## config.mk

```make
export PLATFORM = sky130hd
export DESIGN_NAME = tabular_q_learning_step_unit_flat
export DESIGN_NICKNAME = d
export VERILOG_FILES = /design/src/sv/tqls_pkg.sv /design/src/sv/tqls_if.sv /design/src/sv/tabular_q_learning_step_unit.sv /design/src/sv/tqls_controller.sv /design/src/sv/tqls_datapath.sv /design/src/flat_wrapper.sv
export SDC_FILE = /design/constraint.sdc
export NUM_CORES = 2
export LEC_CHECK = 0
export BUFFER_PORTS_ARGS = -buffer_cell sky130_fd_sc_hd__clkbuf_2
export CORE_MARGIN = 5
export CORE_UTILIZATION = 64
export CTS_CLUSTER_SIZE = 14
export DETAILED_ROUTE_END_ITERATION = 6
export GPL_TIMING_DRIVEN = 0
export PLACE_DENSITY = 0.8
export SYNTH_ARGS = -nofsm -noshare
export SYNTH_HDL_FRONTEND = slang
export SYNTH_SLANG_ARGS = --single-unit
export TNS_END_PERCENT = 20
```

## constraint.sdc

```tcl
create_clock -name clock -period 11.05 [get_ports clock]
set_input_delay 2.7625 -clock clock [delete_from_list [all_inputs] [get_ports clock]]
set_output_delay 2.7625 -clock clock [all_outputs]
set_load 0.02 [all_outputs]
```

## src/sv/tqls_pkg.sv

```systemverilog
package tqls_pkg;

   // Field widths
   localparam int Q_W        = 4;
   localparam int HEADING_W  = 2;
   localparam int REWARD_W   = 9;
   localparam int PCT_W      = 7;
   localparam int RMOVE_W    = 2;
   localparam int LSTATE_W   = 6;
   localparam int LMOVE_W    = 2;
   localparam int STATE_W    = 6;
   localparam int MOVE_W     = 2;
   localparam int HIST_W     = 6;
   localparam int RATE_W     = 9;

   // State index lookup covers every history code
   localparam int ROW_TAB_DEPTH = 2 ** HIST_W;

   // Update arithmetic widths
   localparam int INNER_W = 15;
   localparam int PROD_W  = 24;
   localparam int T_W     = 25;
   localparam int FRAC_W  = 16;
   localparam int V_W     = T_W - FRAC_W;

   // Configuration port
   localparam int CSR_IDX_W  = 2;
   localparam int CSR_DATA_W = 9;

   localparam logic [CSR_IDX_W-1:0] CSR_LEARNING_RATE   = 2'd0;
   localparam logic [CSR_IDX_W-1:0] CSR_DISCOUNT_FACTOR = 2'd1;
   localparam logic [CSR_IDX_W-1:0] CSR_EXPLORE_PERCENT = 2'd2;

   localparam logic [RATE_W-1:0] LEARNING_RATE_RESET   = 9'd26;
   localparam logic [RATE_W-1:0] DISCOUNT_FACTOR_RESET = 9'd230;
   localparam logic [PCT_W-1:0]  EXPLORE_PERCENT_RESET = 7'd10;

   localparam logic signed [Q_W-1:0] Q_MAX = 4'sd7;
   localparam logic signed [Q_W-1:0] Q_MIN = -4'sd7;

   localparam logic [1:0] WARM_DONE = 2'd3;

   localparam logic ITEM_LOAD = 1'b1;

   typedef enum logic [1:0] {
      ST_IDLE,
      ST_CALC,
      ST_MULT,
      ST_FINAL
   } ctrl_state_type;

   typedef struct packed {
      logic accept;
      logic calc_en;
      logic mult_en;
      logic commit;
   } ctrl_cmd_type;

   typedef struct packed {
      logic                       action;
      logic [HEADING_W-1:0]       heading_quadrant;
      logic [REWARD_W-1:0]        reward_scaled;
      logic [PCT_W-1:0]           random_percent;
      logic [RMOVE_W-1:0]         random_move;
      logic [LSTATE_W-1:0]        load_state;
      logic [LMOVE_W-1:0]         load_move;
      logic signed [Q_W-1:0]      load_value;
   } step_req_type;

   typedef struct packed {
      logic                       step_valid;
      logic [STATE_W-1:0]         state_index;
      logic [MOVE_W-1:0]          chosen_move;
      logic                       explored;
      logic signed [Q_W-1:0]      updated_q;
   } step_rsp_type;

endpackage

```

## src/sv/tqls_if.sv

```systemverilog
interface step_req_if;
   logic                   valid;
   logic                   ready;
   tqls_pkg::step_req_type payload;

   modport source (output valid, output payload, input ready);
   modport sink (input valid, input payload, output ready);
endinterface

interface step_rsp_if;
   logic                   valid;
   logic                   ready;
   tqls_pkg::step_rsp_type payload;

   modport source (output valid, output payload, input ready);
   modport sink (input valid, input payload, output ready);
endinterface

interface csr_if;
   logic                                valid;
   logic                                ready;
   logic [tqls_pkg::CSR_IDX_W-1:0]      index;
   logic [tqls_pkg::CSR_DATA_W-1:0]     data;

   modport source (output valid, output index, output data, input ready);
   modport sink (input valid, input index, input data, output ready);
endinterface

```

## src/sv/tabular_q_learning_step_unit.sv

```systemverilog
// Flow: an item's table rows are read as it is accepted, then the inner sum and the
// product are registered in turn, then truncate/saturate/choose/write happen in the
// commit state, which waits while the output is stalled. The read-update-write chain on
// the table's two read ports and one write port is held by a single item at a time.
// Reset: controller idle, registers to defaults, history/warm-up/previous cleared,
// every table row marked unwritten so it reads as zero; no clearing pass.
module tabular_q_learning_step_unit #(
   parameter int STATE_COUNT = 64,
   parameter int MOVE_COUNT  = 3
) (
   input logic          clock,
   input logic          reset,
   step_req_if.sink     req_chan,
   step_rsp_if.source   rsp_chan,
   csr_if.sink          csr_chan
);
   import tqls_pkg::*;

   ctrl_cmd_type cmd;
   logic         req_ready;
   logic         rsp_valid;

   assign csr_chan.ready = 1'b1;
   assign req_chan.ready = req_ready;
   assign rsp_chan.valid = rsp_valid;

   tqls_controller u_controller (
      .clock     (clock),
      .reset     (reset),
      .req_valid (req_chan.valid),
      .req_ready (req_ready),
      .rsp_valid (rsp_valid),
      .rsp_ready (rsp_chan.ready),
      .cmd       (cmd)
   );

   tqls_datapath #(
      .STATE_COUNT (STATE_COUNT),
      .MOVE_COUNT  (MOVE_COUNT)
   ) u_datapath (
      .clock       (clock),
      .reset       (reset),
      .cmd         (cmd),
      .req_payload (req_chan.payload),
      .csr_write   (csr_chan.valid),
      .csr_index   (csr_chan.index),
      .csr_data    (csr_chan.data),
      .rsp_payload (rsp_chan.payload)
   );

endmodule

```

## src/sv/tqls_controller.sv

```systemverilog
module tqls_controller (
   input  logic                   clock,
   input  logic                   reset,
   input  logic                   req_valid,
   output logic                   req_ready,
   output logic                   rsp_valid,
   input  logic                   rsp_ready,
   output tqls_pkg::ctrl_cmd_type cmd
);
   import tqls_pkg::*;

   ctrl_state_type state_ff, state_in;
   logic           rsp_valid_ff, rsp_valid_in;
   logic           out_free;

   assign out_free  = !rsp_valid_ff || rsp_ready;
   assign req_ready = (state_ff == ST_IDLE);
   assign rsp_valid = rsp_valid_ff;

   always_ff @(posedge clock) begin
      if (reset) begin
         state_ff     <= ST_IDLE;
         rsp_valid_ff <= 1'b0;
      end else begin
         state_ff     <= state_in;
         rsp_valid_ff <= rsp_valid_in;
      end
   end

   always_comb begin
      state_in = state_ff;
      cmd      = '0;
      case (state_ff)
         ST_IDLE: begin
            if (req_valid) begin
               cmd.accept = 1'b1;
               state_in   = ST_CALC;
            end
         end
         ST_CALC: begin
            cmd.calc_en = 1'b1;
            state_in    = ST_MULT;
         end
         ST_MULT: begin
            cmd.mult_en = 1'b1;
            state_in    = ST_FINAL;
         end
         ST_FINAL: begin
            // hold until the output register can take the result
            if (out_free) begin
               cmd.commit = 1'b1;
               state_in   = ST_IDLE;
            end
         end
         default: begin
            state_in = ST_IDLE;
         end
      endcase

      if (cmd.commit) begin
         rsp_valid_in = 1'b1;
      end else if (rsp_ready) begin
         rsp_valid_in = 1'b0;
      end else begin
         rsp_valid_in = rsp_valid_ff;
      end
   end

endmodule

```

## src/sv/tqls_datapath.sv

```systemverilog
module tqls_datapath #(
   parameter int STATE_COUNT = 64,
   parameter int MOVE_COUNT  = 3
) (
   input  logic                              clock,
   input  logic                              reset,
   input  tqls_pkg::ctrl_cmd_type            cmd,
   input  tqls_pkg::step_req_type            req_payload,
   input  logic                              csr_write,
   input  logic [tqls_pkg::CSR_IDX_W-1:0]    csr_index,
   input  logic [tqls_pkg::CSR_DATA_W-1:0]   csr_data,
   output tqls_pkg::step_rsp_type            rsp_payload
);
   import tqls_pkg::*;

   localparam int IDX_W = $clog2(STATE_COUNT);
   localparam int MV_W  = (MOVE_COUNT > 1) ? $clog2(MOVE_COUNT) : 1;
   localparam int ROW_W = MOVE_COUNT * Q_W;

   function automatic logic signed [Q_W-1:0] col_of(input logic [ROW_W-1:0] row,
                                                    input logic [MV_W-1:0]  k);
      return $signed(row[k*Q_W +: Q_W]);
   endfunction

   function automatic logic [ROW_W-1:0] put_col(input logic [ROW_W-1:0]      row,
                                                input logic [MV_W-1:0]       k,
                                                input logic signed [Q_W-1:0] v);
      logic [ROW_W-1:0] r;
      r = row;
      r[k*Q_W +: Q_W] = v;
      return r;
   endfunction

   // ties go to the lowest move
   function automatic logic [MV_W-1:0] best_of(input logic [ROW_W-1:0] row);
      logic [MV_W-1:0]       best;
      logic signed [Q_W-1:0] bv;
      best = '0;
      bv   = $signed(row[Q_W-1:0]);
      for (int k = 1; k < MOVE_COUNT; k++) begin
         if ($signed(row[k*Q_W +: Q_W]) > bv) begin
            bv   = $signed(row[k*Q_W +: Q_W]);
            best = MV_W'(k);
         end
      end
      return best;
   endfunction

   // history code to table row
   logic [IDX_W-1:0] row_tab [ROW_TAB_DEPTH];
   for (genvar i = 0; i < ROW_TAB_DEPTH; i++) begin : g_row_tab
      assign row_tab[i] = IDX_W'(i % STATE_COUNT);
   end

   // configuration
   logic [RATE_W-1:0] lr_ff, df_ff;
   logic [PCT_W-1:0]  ex_ff;

   // learning state
   logic [HIST_W-1:0]      hist_ff;
   logic [1:0]             warm_ff;
   logic [IDX_W-1:0]       prev_state_ff;
   logic [MV_W-1:0]        prev_move_ff;
   logic [STATE_COUNT-1:0] row_vld_ff;

   // Q table
   logic [ROW_W-1:0] q_mem [STATE_COUNT];
   logic [ROW_W-1:0] rd_a_ff, rd_b_ff;
   logic             vld_a_ff, vld_b_ff;
   logic [IDX_W-1:0] addr_a_ff, addr_b_ff;

   step_req_type item_ff;
   step_rsp_type rsp_ff, rsp_in;

   logic signed [INNER_W-1:0] inner_ff, inner_in;
   logic signed [PROD_W-1:0]  prod_ff, prod_in;

   logic [HIST_W-1:0]      hist_accept, hist_next;
   logic [IDX_W-1:0]       addr_a_in, addr_b_in;
   logic [ROW_W-1:0]       row_a, row_b, row_choice;
   logic signed [Q_W-1:0]  q_old, max_q, new_q, load_val;
   logic [REWARD_W+3:0]    reward10;
   logic signed [13:0]     gm;
   logic signed [T_W-1:0]  t_sum;
   logic signed [V_W-1:0]  v_trunc;
   logic                   round_up, explore, warm, load_ok;
   logic [MV_W-1:0]        rmove_sat, move, load_col;
   logic                   wr_en;
   logic [ROW_W-1:0]       wr_data;

   assign hist_accept = {req_payload.heading_quadrant, hist_ff[HIST_W-1:HEADING_W]};
   assign hist_next   = {item_ff.heading_quadrant, hist_ff[HIST_W-1:HEADING_W]};
   assign addr_a_in   = (req_payload.action == ITEM_LOAD) ? row_tab[req_payload.load_state]
                                                          : prev_state_ff;
   assign addr_b_in   = row_tab[hist_accept];

   // rows never written read as zero
   assign row_a = vld_a_ff ? rd_a_ff : '0;
   assign row_b = vld_b_ff ? rd_b_ff : '0;

   assign q_old = col_of(row_a, prev_move_ff);
   assign max_q = col_of(row_b, best_of(row_b));

   // inner = 10*r + g*m - 256*q
   assign reward10 = {1'b0, item_ff.reward_scaled, 3'b000}
                   + {3'b000, item_ff.reward_scaled, 1'b0};
   assign gm       = $signed({1'b0, df_ff}) * max_q;
   assign inner_in = INNER_W'($signed({1'b0, reward10}))
                   + INNER_W'(gm)
                   - (INNER_W'(q_old) <<< 8);

   assign prod_in = $signed({1'b0, lr_ff}) * inner_ff;

   // truncate toward zero, then saturate
   assign t_sum    = (T_W'(q_old) <<< FRAC_W) + T_W'(prod_ff);
   assign round_up = t_sum[T_W-1] && (t_sum[FRAC_W-1:0] != '0);
   assign v_trunc  = t_sum[T_W-1:FRAC_W] + $signed({{(V_W-1){1'b0}}, round_up});

   always_comb begin
      if (v_trunc > Q_MAX) begin
         new_q = Q_MAX;
      end else if (v_trunc < Q_MIN) begin
         new_q = Q_MIN;
      end else begin
         new_q = v_trunc[Q_W-1:0];
      end
   end

   // choice sees the fresh value when previous and current rows coincide
   assign row_choice = (addr_a_ff == addr_b_ff) ? put_col(row_b, prev_move_ff, new_q) : row_b;
   assign explore    = item_ff.random_percent < ex_ff;
   assign rmove_sat  = (32'(item_ff.random_move) < 32'(MOVE_COUNT)) ? MV_W'(item_ff.random_move)
                                                                    : MV_W'(MOVE_COUNT - 1);
   assign move       = explore ? rmove_sat : best_of(row_choice);
   assign warm       = (warm_ff == WARM_DONE);

   assign load_ok  = 32'(item_ff.load_move) < 32'(MOVE_COUNT);
   assign load_col = MV_W'(item_ff.load_move);
   assign load_val = (item_ff.load_value < Q_MIN) ? Q_MIN : item_ff.load_value;

   always_comb begin
      wr_en   = 1'b0;
      wr_data = row_a;
      rsp_in  = '0;
      if (item_ff.action == ITEM_LOAD) begin
         if (load_ok) begin
            wr_en   = cmd.commit;
            wr_data = put_col(row_a, load_col, load_val);
         end
      end else begin
         rsp_in.state_index = STATE_W'(addr_b_ff);
         if (warm) begin
            wr_en              = cmd.commit;
            wr_data            = put_col(row_a, prev_move_ff, new_q);
            rsp_in.step_valid  = 1'b1;
            rsp_in.chosen_move = MOVE_W'(move);
            rsp_in.explored    = explore;
            rsp_in.updated_q   = new_q;
         end
      end
   end

   // control state
   always_ff @(posedge clock) begin
      if (reset) begin
         lr_ff         <= LEARNING_RATE_RESET;
         df_ff         <= DISCOUNT_FACTOR_RESET;
         ex_ff         <= EXPLORE_PERCENT_RESET;
         hist_ff       <= '0;
         warm_ff       <= '0;
         prev_state_ff <= '0;
         prev_move_ff  <= '0;
         row_vld_ff    <= '0;
      end else begin
         if (csr_write) begin
            case (csr_index)
               CSR_LEARNING_RATE:   lr_ff <= csr_data;
               CSR_DISCOUNT_FACTOR: df_ff <= csr_data;
               CSR_EXPLORE_PERCENT: ex_ff <= csr_data[PCT_W-1:0];
               default: ;
            endcase
         end
         if (wr_en) begin
            row_vld_ff[addr_a_ff] <= 1'b1;
         end
         if (cmd.commit && item_ff.action != ITEM_LOAD) begin
            hist_ff       <= hist_next;
            prev_state_ff <= addr_b_ff;
            if (warm) begin
               prev_move_ff <= move;
            end else begin
               warm_ff <= warm_ff + 2'd1;
            end
         end
      end
   end

   // payload and table
   always_ff @(posedge clock) begin
      if (wr_en) begin
         q_mem[addr_a_ff] <= wr_data;
      end
      if (cmd.accept) begin
         item_ff   <= req_payload;
         addr_a_ff <= addr_a_in;
         addr_b_ff <= addr_b_in;
         rd_a_ff   <= q_mem[addr_a_in];
         rd_b_ff   <= q_mem[addr_b_in];
         vld_a_ff  <= row_vld_ff[addr_a_in];
         vld_b_ff  <= row_vld_ff[addr_b_in];
      end
      if (cmd.calc_en) begin
         inner_ff <= inner_in;
      end
      if (cmd.mult_en) begin
         prod_ff <= prod_in;
      end
      if (cmd.commit) begin
         rsp_ff <= rsp_in;
      end
   end

   assign rsp_payload = rsp_ff;

endmodule

```

## src/flat_wrapper.sv

```systemverilog
// flat-port wrapper written by rule: the top's interface ports become plain ports
module tabular_q_learning_step_unit_flat import tqls_pkg::*;
#(
   parameter int STATE_COUNT = 64,
   parameter int MOVE_COUNT  = 3
)
  (clock, reset, req_chan_valid, req_chan_payload, req_chan_ready, rsp_chan_valid, rsp_chan_payload, rsp_chan_ready, csr_chan_valid, csr_chan_index, csr_chan_data, csr_chan_ready);
  step_req_if req_chan_i ();
  step_rsp_if rsp_chan_i ();
  csr_if csr_chan_i ();
  input logic clock;
  input logic reset;
  input wire logic [$bits(req_chan_i.valid)-1:0] req_chan_valid;
  input wire logic [$bits(req_chan_i.payload)-1:0] req_chan_payload;
  output wire logic [$bits(req_chan_i.ready)-1:0] req_chan_ready;
  output wire logic [$bits(rsp_chan_i.valid)-1:0] rsp_chan_valid;
  output wire logic [$bits(rsp_chan_i.payload)-1:0] rsp_chan_payload;
  input wire logic [$bits(rsp_chan_i.ready)-1:0] rsp_chan_ready;
  input wire logic [$bits(csr_chan_i.valid)-1:0] csr_chan_valid;
  input wire logic [$bits(csr_chan_i.index)-1:0] csr_chan_index;
  input wire logic [$bits(csr_chan_i.data)-1:0] csr_chan_data;
  output wire logic [$bits(csr_chan_i.ready)-1:0] csr_chan_ready;
  assign req_chan_i.valid = req_chan_valid;
  assign req_chan_i.payload = req_chan_payload;
  assign req_chan_ready = req_chan_i.ready;
  assign rsp_chan_valid = rsp_chan_i.valid;
  assign rsp_chan_payload = rsp_chan_i.payload;
  assign rsp_chan_i.ready = rsp_chan_ready;
  assign csr_chan_i.valid = csr_chan_valid;
  assign csr_chan_i.index = csr_chan_index;
  assign csr_chan_i.data = csr_chan_data;
  assign csr_chan_ready = csr_chan_i.ready;
  tabular_q_learning_step_unit #(.STATE_COUNT(STATE_COUNT), .MOVE_COUNT(MOVE_COUNT)) u_core (.clock(clock), .reset(reset), .req_chan(req_chan_i), .rsp_chan(rsp_chan_i), .csr_chan(csr_chan_i));
endmodule
```

-- Yosys cells after proc, flatten, opt, wreduce, memory -nomap -nowiden
Memories as Yosys holds them, arrays and structs flattened. A register that Yosys moved wholly into a read port is not among the register bits.
Cells that the tools add are included.
- $add $sub $neg: 8
- multipliers: 2
- $lt $le $gt $ge: 16
- eq/ne operators: 9
- shift operators: 6
- muxes and demuxes: 48
- bitwise logic cells: 5
- reductions and logical operators: 16
- operators by type and width (kind ; number):
    $mux W12 ; 6
    $neg A4 Y34 ; 2
    $shift A4 B34 Y12 const A ; 2
    $shiftx A4 B34 Y12 ; 2
    $or A64 B64 Y64 ; 1
    $bwmux W12 ; 3
    $mux W6 ; 5
    $add A20 B24 Y25 ; 1
    $mul A10 B15 Y24 ; 1
    $shiftx A12 B5 Y4 ; 2
    $lt A6 B7 Y1 const B ; 3
    $mux W4 ; 5
    $mux W1 ; 19
    $gt A4 B4 Y1 ; 4
    $reduce_bool A16 Y1 ; 1
    $add A14 B14 Y15 ; 1
    $sub A15 B12 Y15 ; 1
    $ge A7 B7 Y1 const B ; 2
    $mul A10 B4 Y14 ; 1
    $not A6 Y7 ; 2
    $add A12 B10 Y13 ; 1
    $bmux W1 S6 ; 2
    $mux W2 ; 6
    $reduce_and A2 Y1 ; 6
    other kinds (21) ; 31
- register bits: 202
- memory bits (writable): 768
- memory bits (read-only): 768
- input port bits: 49
- word-level logic and storage cells: 141
- memories kept: 3
- memories (name ; depth ; width ; read ports ; clocked after Yosys merged registers in ; wr ports ; RTL line ; text):
    u_core.u_datapath.q_mem ; 64 ; 12 ; 2 ; 2 ; 1 ; tqls_datapath.sv:67 ; logic [ROW_W-1:0] q_mem [STATE_COUNT];
    (name not given) ; 64 ; 6 ; 1 ; 0 ; 0 ; tqls_datapath.sv:95 ; assign addr_b_in = row_tab[hist_accept];
    (name not given) ; 64 ; 6 ; 1 ; 0 ; 0 ; tqls_datapath.sv:93 ; assign addr_a_in = (req_payload.action == ITEM_LOAD) ? row_tab[req_payload.load_state]

-- Logic depth before layout (Yosys ltp)
- depth in word-level cells: 17
- gate-level depth with buffers: 39

-- By module
A second synthesis with hierarchy kept.
- cells, all modules: 4484
- area, all modules: 53767.8 um^2
- modules (own cells, without submodules) (module ; times used ; cells each ; area an instance (um^2) ; seq. area each (um^2)):
    tqls_datapath ; 1 ; 4459 ; 53528.8 ; 28567.4
    tqls_controller ; 1 ; 23 ; 227.7 ; 60.1
    tabular_q_learning_step_unit ; 1 ; 2 ; 11.3 ; 0.0

-- Worst setup path after synthesis
OpenSTA, ideal clock, no wires.
- path kind: reg2reg
- start: register u_core.u_datapath.vld_b_ff
- end: register u_core.u_datapath.inner_ff[14] (data pin)
- library setup time: 260 ps
- data arrival time: 7489 ps
- path slack: 3301 ps
- stages on the path, launching flop included: 37
- path buffers: 3
- period minus slack after synthesis: 7749 ps
- cell sequence: edfxtp_1 > clkbuf_1 > clkbuf_1 > nand2_1 > ha_1 > nor2b_1 > o21ai_0 > a32oi_1 > a21oi_1 > nor2_1 > a31oi_1 > ha_1 > nor2b_1 > o21ai_0 > a32oi_1 > a21oi_1 > nand2_1 > o21ai_0 > clkbuf_1 > inv_1 > fa_1 > inv_1 > fa_1 > fa_1 > inv_1 > fa_1 > ha_1 > fa_1 > a21o_1 > a21oi_1 > o21bai_1 > a21oi_1 > o21bai_1 > a21oi_1 > o21bai_1 > a21oi_1 > xnor2_1
- longest elaborated chain between the ends: 9
- elaborated cells between the ends (all ways): 10
- classes of those cells: add/sub: 2; mul: 1; order compare: 2; shift: 1; mux: 4
- ends and longest elaborated chain (element ; RTL line ; text):
    from (decl) ; tqls_datapath.sv:69 ; logic vld_a_ff, vld_b_ff;
    from (signal assigned) ; tqls_datapath.sv:210 ; vld_b_ff <= row_vld_ff[addr_b_in];
    $mux W12 (*) ; tqls_datapath.sv:99 ; assign row_b = vld_b_ff ? rd_b_ff : '0;
    $gt A4 B4 Y1 ; tqls_datapath.sv:41 ; if ($signed(row[k*Q_W +: Q_W]) > bv) begin
    $mux W4 ; tqls_datapath.sv:41 ;
    $gt A4 B4 Y1 ; tqls_datapath.sv:41 ;
    $mux W2 ; tqls_datapath.sv:41 ;
    $shiftx A12 B5 Y4 (*) ; tqls_datapath.sv:22 ; return $signed(row[k*Q_W +: Q_W]);
    $mul A10 B4 Y14 (*) ; tqls_datapath.sv:107 ; assign gm = $signed({1'b0, df_ff}) * max_q;
    $add A14 B14 Y15 (*) ; tqls_datapath.sv:109 ; + INNER_W'(gm)
    $sub A15 B12 Y15 (*) ; tqls_datapath.sv:110 ; - (INNER_W'(q_old) <<< 8);
    via u_core.u_datapath.inner_in[14] ; tqls_datapath.sv:75 ; logic signed [INNER_W-1:0] inner_ff, inner_in;
    to (signal assigned) ; tqls_datapath.sv:213 ; inner_ff <= inner_in;
    to (decl) ; tqls_datapath.sv:75 ;
The timed path passes the listed nets; every way through them passes the cells marked *.
A chain may end at the register's enable or synchronous reset.

-- Worst setup path after layout
Ends and elaborated chain as after synthesis.

==> impl_results.md <==
- Status: finished with violations
- Violated checks: design-rule violations
- Pin count of the biggest net entering global routing: 64
- First-pass GRT wire length: 256600 µm
- Ports: 66
- Hold_buf cts: 0
- DR iter-0 viols: 7174
- Core Box Area: 83420 µm²
- Crit path time final: approximately 9 ns
- Unique masters post-synth: 73
- Dominant cell type by area after synthesis: edfxtp_1
- GRT overflow: 0
- CP Data Arrival Time: 9.59 ns
- RR Startpoint: u_core.u_datapath.vld_b_ff$_DFFE_PP_
- Area growth, synth to finish: 10.22%
- H-tree levels: 3
- Most frequent cell after synthesis: nand2_1
- Combinational family with the most area after synthesis: simple AND/OR/NAND/NOR gates
- CP peak stage delay: 0.56 ns
- WHS: approximately 0.44 ns
- CTS tree: done
- Top cells by count, synth: 962 x nand2_1, 884 x edfxtp_1, 437 x nand3_1
- Clk_skew: 0.02842 ns
- Final Core Density: 70.88%
- IO Port Bufs: between 60 and 70
- Total GRT Usage: about two fifths
- EDFF count, synth: 884
- Critical Path Sink Type: flip-flop
- Initial Utilization: 64.31%
- WL final: 176400 µm
- Post-synthesis mux area share: around an eighth
- Die X: 299.5 µm
- Tot Pwr: 18260 µW
- LEAKAGE: 0.02105 µW
- Crit path kind: flip-flop to flip-flop
- Setup violation total in the final timing report: 0
- CTS buffer count: 100
- Longest Clk Path Bufs: 3
- Post-CTS resize count: 0
- Height of the die: 299.5 µm
- Clk_lat worst skew: ~0.7 ns
- Pwr dens: 308.9 nW/µm²
- Synthesized Nets: 4782
- Sequential area share after synthesis: a little over half
- Synthesized area: around 54000 µm²
- Avg Cell Area, Syn: 12.06 µm²
- Gpl congestion: between 1 and 1.5
- Worst hold path type: flip-flop to flip-flop
- Ys Warns: 0
- Die area: ~90000 µm²
- Placed wire-length estimate: around 130000 µm
- RSZ-0062 raised after global routing: no
- Fin. Hold Viols: 0
- CP delay by family, top: adder cells
- Worst-case vdd ir drop: 715.9 µV
- Site row count: 106
- Yosys reg bits: 988
- WP data required: 11.47 ns
- Max Clk Rate: 109.0 MHz
- Post-Synth XOR/XNOR Area: less than 1%
- Final worst-path cycle share: 83.00%
- Slew Limit Fails: 0
- WL per Instance: 30.37 µm
- Buffers & Inverters on Critical Path: 6
- Post-synthesis simple-gate area fraction: between 10% and 20%
- Dominant synthesized flop cell: edfxtp_1
- Crit. Startpoint: u_core.u_datapath.vld_b_ff$_DFFE_PP_
- Top area cells in the synthesized netlist: edfxtp_1 49%, mux4_2 11%, nand2_1 6.7%, fa_1 5.4%, nand3_1 4.1%
- Worst setup SP type: flip-flop
- Via count: 40660
- Post-synthesis async set-or-reset flop share: 0%
- Final nets: 4978
- Least-Margin Pin Slew: around 1.5 ns
- Max Cap Viol: 0
- Adder-Cell Fraction of Synth Area: 8.676%
- Via density: 6.999
- Syn Inst Count: 4448
- Postcts setup bufs: 0
- Share of layout cells above drive strength 1: 12.16%
- Vias in the first global route: 39400
- Multi-input gate area: between 20000 and 25000 µm²
- Complex-gate fraction of the synthesized area: 5.504%
- CTS clock-pin slew for the worst setup and hold paths: 0.07 ns
- Most used cell, CP: a21oi_1
- FF/Latch Area: ~29000 µm²
- Worst path slowest cell: fa_1
- Worst-path maximum fanout: 11
- Length of the first detailed-routing pass in iterations: 7
- CTS root buf: clkbuf_16
- Initial antenna violation count: 8
- DRT antenna net count: 0
- Fillers: 5675
- Slew margin rel.: under 10%
- Clock Sinks: approximately 1000
- Hold path startpoint: u_core.u_datapath.hist_ff[5]$_SDFFE_PP0P_
- Post-synth top area share: around half
- Post-route DRC: 7
logic make-up (layout without fill, tap and decap cells):
group | Yosys count | in the layout
flops | 988 | 988
fa+ha+maj | 285 | 285
mux | 309 | 309
xor+xnor | 57 | 57
simple gates | 1930 | 1930
other cells | 1 | 3
buf+inv | 488 | 767
compound gates | 390 | 390
per-stage QoR:
stage / setup slack [ns] / TNS, ns / std cells / cell area [µm²]
floorplan: 3.301 / 0 / 4448 / 53650
global placement: -0.9033 / -113.90 / 5591 / 55310
detailed placement: 2.163 / 0 / 5618 / 55970
CTS: 2.056 / 0 / 5803 / 59080
global route: 1.288 / 0 / 5808 / 59120
finish: 1.878 / 0 / 5809 / 59130
metal layers:
metal  GRT usage [%]  wire [µm]  up-vias
li1                -          -    16700
met1           49.34      57400    19680
met2           59.68      78480     3507
met3           10.75      24800      774
met4           26.04      15700        6
met5               0         40        -
final timing paths:
check,to,slack [ns],cells after the start
min,u_core.u_datapath.addr_b_ff[3]$_DFFE_PP_,0.44,0
max reg2reg,u_core.u_datapath.inner_ff[14]$_DFFE_PN_,1.88,36
max,u_core.u_datapath.inner_ff[14]$_DFFE_PN_,1.88,36
min reg2reg,u_core.u_datapath.addr_b_ff[3]$_DFFE_PP_,0.44,0
state kept, by name, indices dropped and copies added, names as in the netlist:
| signal | cells |
|---|---|
| u_core.u_datapath.q_mem | 768 |
| u_core.u_datapath.row_vld_ff | 64 |
| u_core.u_datapath.prod_ff | 24 |
| u_core.u_datapath.item_ff | 23 |
| u_core.u_datapath.inner_ff | 15 |
| u_core.u_datapath.rsp_payload | 14 |
| u_core.u_datapath.rd_a_ff | 12 |
| u_core.u_datapath.rd_b_ff | 12 |
| u_core.u_datapath.df_ff | 9 |
| u_core.u_datapath.lr_ff | 9 |
| u_core.u_datapath.ex_ff | 7 |
| u_core.u_datapath.addr_a_ff | 6 |
| u_core.u_datapath.addr_b_ff | 6 |
| u_core.u_datapath.hist_ff | 4 |
| u_core.u_datapath.prev_state_ff | 4 |
| u_core.u_controller.state_ff | 2 |
| u_core.u_datapath.load_col | 2 |
| u_core.u_datapath.prev_move_ff | 2 |
| u_core.u_datapath.warm_ff | 2 |
| u_core.u_controller.rsp_valid | 1 |
| u_core.u_datapath.vld_a_ff | 1 |
| u_core.u_datapath.vld_b_ff | 1 |
power breakdown:
group	total [µW]	internal, µW	switching, µW
clock network	3280	1810	1470
logic	9810	3870	5940
registers	5170	5000	172
total	18300	10700	7580
cell usage in the layout (no fill, tap or decap), types with 103 or more instances in the layout:
| master | n |
|---|---|
| nand2_1 | 962 |
| edfxtp_1 | 884 |
| nand3_1 | 437 |
| mux4_2 | 273 |
| clkbuf_1 | 262 |
| nor2_1 | 241 |
| inv_1 | 202 |
| a311oi_1 | 145 |
| fa_1 | 145 |
| ha_1 | 140 |
| dfxtp_1 | 104 |
| and2_1 | 103 |
layout make-up:
| class | instances | share of cell area [%] |
|---|---|---|
| Antenna cell | 2 | 0.008465 |
| Inverter | 203 | 1.289 |
| Timing Repair Buffer | 94 | 1.392 |
| Tap cell | 1080 | 2.285 |
| Clock inverter | 52 | 0.6645 |
| Multi-Input combinational cell | 2972 | 39.50 |
| Clock buffer | 133 | 4.596 |
| Sequential cell | 988 | 48.42 |
| Buffer | 285 | 1.847 |
(Power assumes the default switching activity.)
